===== config.mk =====
export PLATFORM = sky130hd
export DESIGN_NAME = speed_sensitive_wiper_controller
export DESIGN_NICKNAME = d
export VERILOG_FILES = /design/src/sswc_pkg.sv /design/src/speed_sensitive_wiper_controller.sv /design/src/sswc_core.sv
export SDC_FILE = /design/constraint.sdc
export NUM_CORES = 1
export LEC_CHECK = 0
export BUFFER_PORTS_ARGS = -buffer_cell sky130_fd_sc_hd__buf_2
export CAP_MARGIN = 20
export CORE_ASPECT_RATIO = 1.25
export CORE_MARGIN = 2
export CORE_UTILIZATION = 35
export CTS_BUF_LIST = sky130_fd_sc_hd__clkbuf_16
export DETAILED_ROUTE_END_ITERATION = 10
export PLACE_DENSITY = 0.56
export SKIP_CTS_REPAIR_TIMING = 1
export SYNTH_ARGS = -nofsm -noshare
export SYNTH_HDL_FRONTEND = slang
export SYNTH_HIERARCHICAL = 1
export SYNTH_SLANG_ARGS = --single-unit

===== constraint.sdc =====
create_clock -name clock -period 21.2 [get_ports clock]
set_input_delay 2.12 -clock clock [delete_from_list [all_inputs] [get_ports clock]]
set_output_delay 2.12 -clock clock [all_outputs]
set_load 0.02 [all_outputs]

===== src/sswc_pkg.sv =====
// Package with the shared types and constants of the speed-sensitive wiper controller.
package sswc_pkg;

   typedef enum logic [2:0] {
      WIPER_OFF      = 3'd0,
      WIPER_INTERVAL = 3'd1,
      WIPER_SLOW     = 3'd2,
      WIPER_FAST     = 3'd3,
      WIPER_AUTO     = 3'd4
   } mode_type;

   typedef enum logic [1:0] {
      OP_UPDATE = 2'd0,
      OP_SET_MODE = 2'd1,
      OP_SINGLE_WIPE = 2'd2,
      OP_NONE = 2'd3
   } op_type;

   typedef enum logic [2:0] {
      REG_SENSITIVITY = 3'd0,
      REG_SPEED_ENABLE = 3'd1,
      REG_LOW_SPEED = 3'd2,
      REG_HIGH_SPEED = 3'd3,
      REG_WIPE_MS = 3'd4
   } reg_index_type;

   localparam logic [6:0] SENS_MAX = 7'd100;
   localparam logic [6:0] DELAY_UNITS = 7'd125;
   localparam logic [12:0] UNIT_BASE = 13'd40;
   localparam logic [12:0] UNIT_SLOW = 13'd60;
   localparam logic [12:0] UNIT_FAST = 13'd28;
   localparam logic [12:0] WAIT_CLAMP = 13'd7500;

   typedef struct packed {
      logic [6:0]  sensitivity_pct;
      logic        speed_sensitive_enable;
      logic [9:0]  low_speed_kmh;
      logic [9:0]  high_speed_kmh;
      logic [15:0] wipe_ms;
   } cfg_type;

   typedef struct packed {
      mode_type    mode;
      logic        relay_active;
      logic [31:0] last_wipe_at;
      logic [31:0] next_wipe_at;
      logic [9:0]  speed_seen;
   } state_type;

   typedef struct packed {
      logic [1:0]  operation;
      logic [31:0] now_ms;
      logic [9:0]  road_speed;
      logic [2:0]  new_mode;
   } item_type;

endpackage


===== src/speed_sensitive_wiper_controller.sv =====
// Top level of the speed-sensitive wiper controller with stream and register ports.
//
// Channel  Direction  Transfer                     Contents
// req      in         req_tvalid & req_tready      operation (tuser); now_ms, road_speed, new_mode
// rsp      out        rsp_tvalid & rsp_tready      relay_on, wait_ms
// csr      in/out     psel & penable & pwrite      five control registers at 4*i
//
// The controller state and the result register are
// written at the edge that accepts the item, and the result is offered in the next cycle.
// A new item is accepted while the result register is empty or being taken.
// Reset is synchronous and restores the register defaults and the off mode.
// A stalled result holds its value until it is taken.
module speed_sensitive_wiper_controller (
   input  logic        clock,
   input  logic        reset,
   input  logic        req_tvalid,
   output logic        req_tready,
   // now_ms[31:0], road_speed[41:32], new_mode[44:42], zero fill
   input  logic [47:0] req_tdata,
   // operation[1:0]
   input  logic [1:0]  req_tuser,
   output logic        rsp_tvalid,
   input  logic        rsp_tready,
   // relay_on[0], wait_ms[13:1], zero fill
   output logic [15:0] rsp_tdata,
   input  logic        csr_psel,
   input  logic        csr_penable,
   input  logic        csr_pwrite,
   input  logic [4:0]  csr_paddr,
   input  logic [31:0] csr_pwdata,
   output logic [31:0] csr_prdata,
   output logic        csr_pready
);

   sswc_pkg::cfg_type   cfg_ff, cfg_in;
   sswc_pkg::state_type state_ff, state_in;
   sswc_pkg::state_type state_calc;
   sswc_pkg::item_type  item;
   logic                rsp_valid_ff, rsp_valid_in;
   logic                relay_ff, relay_in;
   logic [12:0]         wait_ff, wait_in;
   logic                relay_calc;
   logic [12:0]         wait_calc;
   logic                req_accept;
   logic                csr_write;
   logic [6:0]          sens_wr;

   assign item.operation  = req_tuser;
   assign item.now_ms     = req_tdata[31:0];
   assign item.road_speed = req_tdata[41:32];
   assign item.new_mode   = req_tdata[44:42];

   assign req_tready = !rsp_valid_ff || rsp_tready;
   assign req_accept = req_tvalid && req_tready;
   assign rsp_tvalid = rsp_valid_ff;
   assign rsp_tdata  = {2'b00, wait_ff, relay_ff};
   assign csr_pready = 1'b1;
   assign csr_write  = csr_psel && csr_penable && csr_pwrite;
   assign sens_wr    = csr_pwdata[6:0];

   sswc_core u_core (
      .item       (item),
      .cfg        (cfg_ff),
      .state_cur  (state_ff),
      .state_next (state_calc),
      .relay_on   (relay_calc),
      .wait_ms    (wait_calc)
   );

   always_comb begin
      cfg_in = cfg_ff;
      if (csr_write) begin
         unique case (csr_paddr[4:2])
            sswc_pkg::REG_SENSITIVITY: begin
               cfg_in.sensitivity_pct = (sens_wr > sswc_pkg::SENS_MAX) ?
                                        sswc_pkg::SENS_MAX : sens_wr;
            end
            sswc_pkg::REG_SPEED_ENABLE: cfg_in.speed_sensitive_enable = csr_pwdata[0];
            sswc_pkg::REG_LOW_SPEED:    cfg_in.low_speed_kmh = csr_pwdata[9:0];
            sswc_pkg::REG_HIGH_SPEED:   cfg_in.high_speed_kmh = csr_pwdata[9:0];
            sswc_pkg::REG_WIPE_MS:      cfg_in.wipe_ms = csr_pwdata[15:0];
            default: begin
            end
         endcase
      end
   end

   always_comb begin
      unique case (csr_paddr[4:2])
         sswc_pkg::REG_SENSITIVITY:  csr_prdata = {25'd0, cfg_ff.sensitivity_pct};
         sswc_pkg::REG_SPEED_ENABLE: csr_prdata = {31'd0, cfg_ff.speed_sensitive_enable};
         sswc_pkg::REG_LOW_SPEED:    csr_prdata = {22'd0, cfg_ff.low_speed_kmh};
         sswc_pkg::REG_HIGH_SPEED:   csr_prdata = {22'd0, cfg_ff.high_speed_kmh};
         sswc_pkg::REG_WIPE_MS:      csr_prdata = {16'd0, cfg_ff.wipe_ms};
         default:                    csr_prdata = 32'd0;
      endcase
   end

   always_comb begin
      state_in     = req_accept ? state_calc : state_ff;
      relay_in     = req_accept ? relay_calc : relay_ff;
      wait_in      = req_accept ? wait_calc : wait_ff;
      rsp_valid_in = req_accept || (rsp_valid_ff && !rsp_tready);
   end

   always_ff @(posedge clock) begin
      if (reset) begin
         cfg_ff.sensitivity_pct        <= 7'd50;
         cfg_ff.speed_sensitive_enable <= 1'b1;
         cfg_ff.low_speed_kmh          <= 10'd30;
         cfg_ff.high_speed_kmh         <= 10'd80;
         cfg_ff.wipe_ms                <= 16'd500;
         state_ff.mode                 <= sswc_pkg::WIPER_OFF;
         state_ff.relay_active         <= 1'b0;
         state_ff.last_wipe_at         <= 32'd0;
         state_ff.next_wipe_at         <= 32'd0;
         state_ff.speed_seen           <= 10'd0;
         rsp_valid_ff                  <= 1'b0;
      end else begin
         cfg_ff       <= cfg_in;
         state_ff     <= state_in;
         rsp_valid_ff <= rsp_valid_in;
      end
   end

   always_ff @(posedge clock) begin
      relay_ff <= relay_in;
      wait_ff  <= wait_in;
   end

endmodule


===== src/sswc_core.sv =====
// Combinational next-state and result logic for one wiper controller item.
module sswc_core (
   input  sswc_pkg::item_type  item,
   input  sswc_pkg::cfg_type   cfg,
   input  sswc_pkg::state_type state_cur,
   output sswc_pkg::state_type state_next,
   output logic                relay_on,
   output logic [12:0]         wait_ms
);

   logic [9:0]  speed_use;
   logic [6:0]  units;
   logic [12:0] unit_ms;
   logic [12:0] delay_ms;
   logic [31:0] since_next;
   logic        next_reached;
   logic [31:0] since_last;
   logic        pulse_done;
   logic        wipe_now_done;
   logic [31:0] remaining;
   logic [31:0] overdue;

   always_comb begin
      speed_use = (sswc_pkg::op_type'(item.operation) == sswc_pkg::OP_UPDATE) ?
                  item.road_speed : state_cur.speed_seen;
      units = sswc_pkg::DELAY_UNITS - cfg.sensitivity_pct;
      unit_ms = sswc_pkg::UNIT_BASE;
      if (cfg.speed_sensitive_enable) begin
         if (speed_use < cfg.low_speed_kmh) begin
            unit_ms = sswc_pkg::UNIT_SLOW;
         end else if (speed_use > cfg.high_speed_kmh) begin
            unit_ms = sswc_pkg::UNIT_FAST;
         end
      end
      delay_ms = {6'd0, units} * unit_ms;
      since_next = item.now_ms - state_cur.next_wipe_at;
      next_reached = !since_next[31];
      since_last = item.now_ms - state_cur.last_wipe_at;
      pulse_done = since_last >= {16'd0, cfg.wipe_ms};
      wipe_now_done = cfg.wipe_ms == 16'd0;

      state_next = state_cur;
      unique case (sswc_pkg::op_type'(item.operation))
         sswc_pkg::OP_UPDATE: begin
            state_next.speed_seen = item.road_speed;
            unique case (state_cur.mode)
               sswc_pkg::WIPER_OFF: begin
                  state_next.relay_active = 1'b0;
               end
               sswc_pkg::WIPER_INTERVAL: begin
                  if (!state_cur.relay_active) begin
                     if (next_reached) begin
                        state_next.relay_active = 1'b1;
                        state_next.next_wipe_at = item.now_ms + {19'd0, delay_ms};
                        state_next.last_wipe_at = item.now_ms;
                     end
                  end else if (pulse_done) begin
                     state_next.relay_active = 1'b0;
                  end
               end
               sswc_pkg::WIPER_SLOW: begin
                  if (pulse_done) begin
                     state_next.relay_active = !state_cur.relay_active;
                     state_next.last_wipe_at = item.now_ms;
                  end
               end
               sswc_pkg::WIPER_FAST: begin
                  state_next.relay_active = 1'b1;
               end
               sswc_pkg::WIPER_AUTO: begin
                  if (next_reached) begin
                     state_next.next_wipe_at = item.now_ms + {19'd0, delay_ms};
                     state_next.last_wipe_at = item.now_ms;
                     state_next.relay_active = !wipe_now_done;
                  end else if (state_cur.relay_active && pulse_done) begin
                     state_next.relay_active = 1'b0;
                  end
               end
               default: begin
               end
            endcase
         end
         sswc_pkg::OP_SET_MODE: begin
            if (item.new_mode <= sswc_pkg::WIPER_AUTO) begin
               state_next.mode = sswc_pkg::mode_type'(item.new_mode);
               if (sswc_pkg::mode_type'(item.new_mode) == sswc_pkg::WIPER_INTERVAL) begin
                  state_next.next_wipe_at = item.now_ms + {19'd0, delay_ms};
               end
            end
         end
         sswc_pkg::OP_SINGLE_WIPE: begin
            if (!state_cur.relay_active) begin
               state_next.relay_active = 1'b1;
               state_next.last_wipe_at = item.now_ms;
            end
         end
         sswc_pkg::OP_NONE: begin
         end
      endcase

      remaining = state_next.next_wipe_at - item.now_ms;
      overdue = item.now_ms - state_next.next_wipe_at;
      wait_ms = 13'd0;
      if (state_next.mode == sswc_pkg::WIPER_INTERVAL && overdue[31]) begin
         if (remaining > {19'd0, sswc_pkg::WAIT_CLAMP}) begin
            wait_ms = sswc_pkg::WAIT_CLAMP;
         end else begin
            wait_ms = remaining[12:0];
         end
      end
      relay_on = state_next.relay_active;
   end

endmodule


==> flow_summary.ini <==
[routing]
via_per_inst = 5.70
post_drt_wl_per_cell_microns = 19.6
initialDrtViolationCount = 930
drc = 0
ant_nets = 0
vias = 15200
wl_mm = 52.2
drtPass1Iterations = 5

[timing]
finalSetupViolations = 0
drv_slew = 0
timing.fmax_mhz = 73.1
relSlewSlack = 0.280
period_needed_ns = 13.68
hold_slack_ns = 0.469
fin_setup_tns_ns = 0
worstMarginPinSlew_ns = 1.08
period_share = 0.645
fin_skew_ns = 0.0141
rsz0062_at_grt = no
finalHoldViolations = 0

[job]
max_cap_violations = 0

[setup_path]
crit_fanout = 21
slowest_stage = a2111oi_0
r2r_setup_slack_ns = 9.91
timing.rr.end = wait_ff[11]$_DFFE_PP_
cp-start-kind = input port
required_ns = 21.37
worstPathArrival_ns = 13.85
r2r_start = state_ff[1]$_SDFFE_PP0P_
end_kind = register
critical_path_class = in2reg
reg2reg_depth = 41
cp-startpoint = req_tuser[1]
max_stage_delay_ns = 0.87
crit_top_cell = a21oi_1

[logic_synthesis]
synth-seq-area-share = 0.186
async_flop_share = 0
synthFlopType = dfxtp_1
synth_warnings = 6
synth_top_area_frac = 0.162
ys_types = 85
syn_area_per_cell_sq_um = 7.54
syn-cell-area_sq_mm = 0.0155
synth.area.top_cells = ha_1 (16%), dfxtp_1 (16%), a21oi_1 (7.1%)
synth_top_area_cell = ha_1
synthCells = 2057
synth-seq-cells = 137
synth_edf_count = 14

[power_and_ir_drop]
power_density_mw_per_mm2 = 66.3
p_total_w = 0.00112
leakage_nw = 7.20
ir_drop_uv = 57.5

[worst_hold_path]
min_delay_path_depth = 2
min_from = state_ff[4]$_SDFFE_PP0P_
min_to = state_ff[4]$_SDFFE_PP0P_
hp-class = reg2reg

[cells_and_area]
finalNetCount = 2383
drive_gt1_frac = 0.0890
area.growth.synth_to_final_pct = 8.76
fillers = 4652

[die]
core-area_sq_mm = 0.0439
io_pins = 145
dieWidth_microns = 192
initial_utilization = 0.353
dieArea_sq_mm = 0.0460
num_rows = 86
die_y_microns = 239

[global_route]
grt_use_total = 0.227
grt.overflow.total = 0
grt_pass1_vias = 14700
grt_pass1_wl_mm = 81.6
grt_max_degree = 91
antenna_found_initial = 0

[cts]
clock_tree.root_cell = clkbuf_16
clock_latency_ns = 0.46
cts_tree = yes
clkTransAtPathRegs_ns = 0.06
clock-sinks = 137
clock_path_buffers = 2
htree_num_levels = 4
cts_buffers = 17

[outcome]
status = complete, no violations

[placement]
dp_hpwl_mm = 39.8
gp_congestion = 0.910
port_buffers = 104
flip-flops by register name, summed over array words and instances, names as in the netlist:
name	flops
cfg_ff	44
relay_ff	1
rsp_tvalid	1
state_ff	78
wait_ff	13
per-layer routing:
| layer | GRT usage | up-vias | wire (microns) |
|---|---|---|---|
| met4 | 0.0948 | 0 | 1910 |
| li1 | - | 7369 | - |
| met3 | 0.0234 | 94 | 2280 |
| met5 | 0 | - | 0 |
| met2 | 0.396 | 452 | 25600 |
| met1 | 0.282 | 7269 | 22400 |
kinds of logic (layout without fill, tap and decap cells):
family,Yosys count,after routing,share of synthesized area
AO/OA/AOI/OAI,618,618,0.244
XOR/XNOR,89,89,0.0503
adder cells (fa/ha/maj),213,213,0.178
buffers and inverters,323,338,0.0866
flip-flops,137,137,0.186
multiplexers,92,92,0.0606
other,2,21,0.000484
AND/OR/NAND/NOR,583,583,0.195
layout make-up:
| type | instances | area [sq um] | area share |
|---|---|---|---|
| inverter | 191 | 717 | 0.0425 |
| clock buffer | 17 | 425 | 0.0252 |
| sequential | 137 | 2880 | 0.171 |
| multi-input combinational | 1614 | 11400 | 0.673 |
| tap | 572 | 716 | 0.0424 |
| timing repair buffer | 115 | 609 | 0.0361 |
| clock inverter | 15 | 154 | 0.00912 |
| antenna | 2 | 5.00 | 0.000297 |
synthesized netlist by cell type, types with 15 or more instances:
library cell,n
mux2i_1,80
nor2_1,134
o21a_1,23
xnor2_1,63
o21ai_0,160
nand2_1,95
a21oi_1,219
a21o_1,63
nor3_1,34
nor4_1,15
dfxtp_1,123
nor2b_1,20
o211ai_1,21
buf_4,26
nand2b_1,55
nand4_1,38
xor2_1,26
ha_1,201
nand3_1,111
inv_1,188
clkbuf_1,86
and2_1,17
through the flow:
stage / util / cells / worst slack [ns] / instance area (sq um)
5_1_grt: 0.384 / 2661 / 6.90 / 16900
3_5_place_dp: 0.371 / 2628 / 7.31 / 16300
2_1_floorplan: - / 2074 / 9.18 / 15600
3_3_place_gp: 0.370 / 2627 / 6.99 / 16300
6_report: 0.384 / 2663 / 7.52 / 16900
4_1_cts: 0.384 / 2660 / 7.76 / 16900
worst max path at each step:
stage	endpoint	slack (ns)	cells after the start
after floorplan	wait_ff[11]$_DFFE_PP_	9.18	45
after global placement	wait_ff[8]$_DFFE_PP_	6.99	43
after detailed placement	wait_ff[11]$_DFFE_PP_	7.31	44
after CTS	wait_ff[11]$_DFFE_PP_	7.76	44
after global routing	wait_ff[11]$_DFFE_PP_	6.90	44
final	wait_ff[11]$_DFFE_PP_	7.52	44
where the power goes:
group / total (W) / switching, W / internal (W) / leakage (nW)
logic: 0.000535 / 0.000325 / 0.000211 / 5.79
registers: 0.000274 / 0.00000463 / 0.000269 / 1.14
clock network: 0.000309 / 0.000136 / 0.000173 / 0.280
cells in the final DEF, fill, tap and decap left out, types with 55 or more instances in the layout:
| cell type | count |
|---|---|
| dfxtp_1 | 123 |
| o21ai_0 | 160 |
| xnor2_1 | 63 |
| a21oi_1 | 219 |
| nand2b_1 | 55 |
| buf_2 | 103 |
| nor2_1 | 134 |
| a21o_1 | 63 |
| ha_1 | 201 |
| nand3_1 | 111 |
| mux2i_1 | 80 |
| nand2_1 | 95 |
| inv_1 | 189 |
critical path, delay by kind of cell:
kind / cells / cell delay (ns)
buffers and inverters: 4 / 0.60
and+or+nand+nor: 9 / 2.34
muxes: 1 / 0.38
adders and majority gates: 8 / 3.24
AOI/OAI and AO/OA: 20 / 4.77
xor gates and xnor gates: 2 / 0.38
No activity file was read; power rests on OpenSTA's default activity.
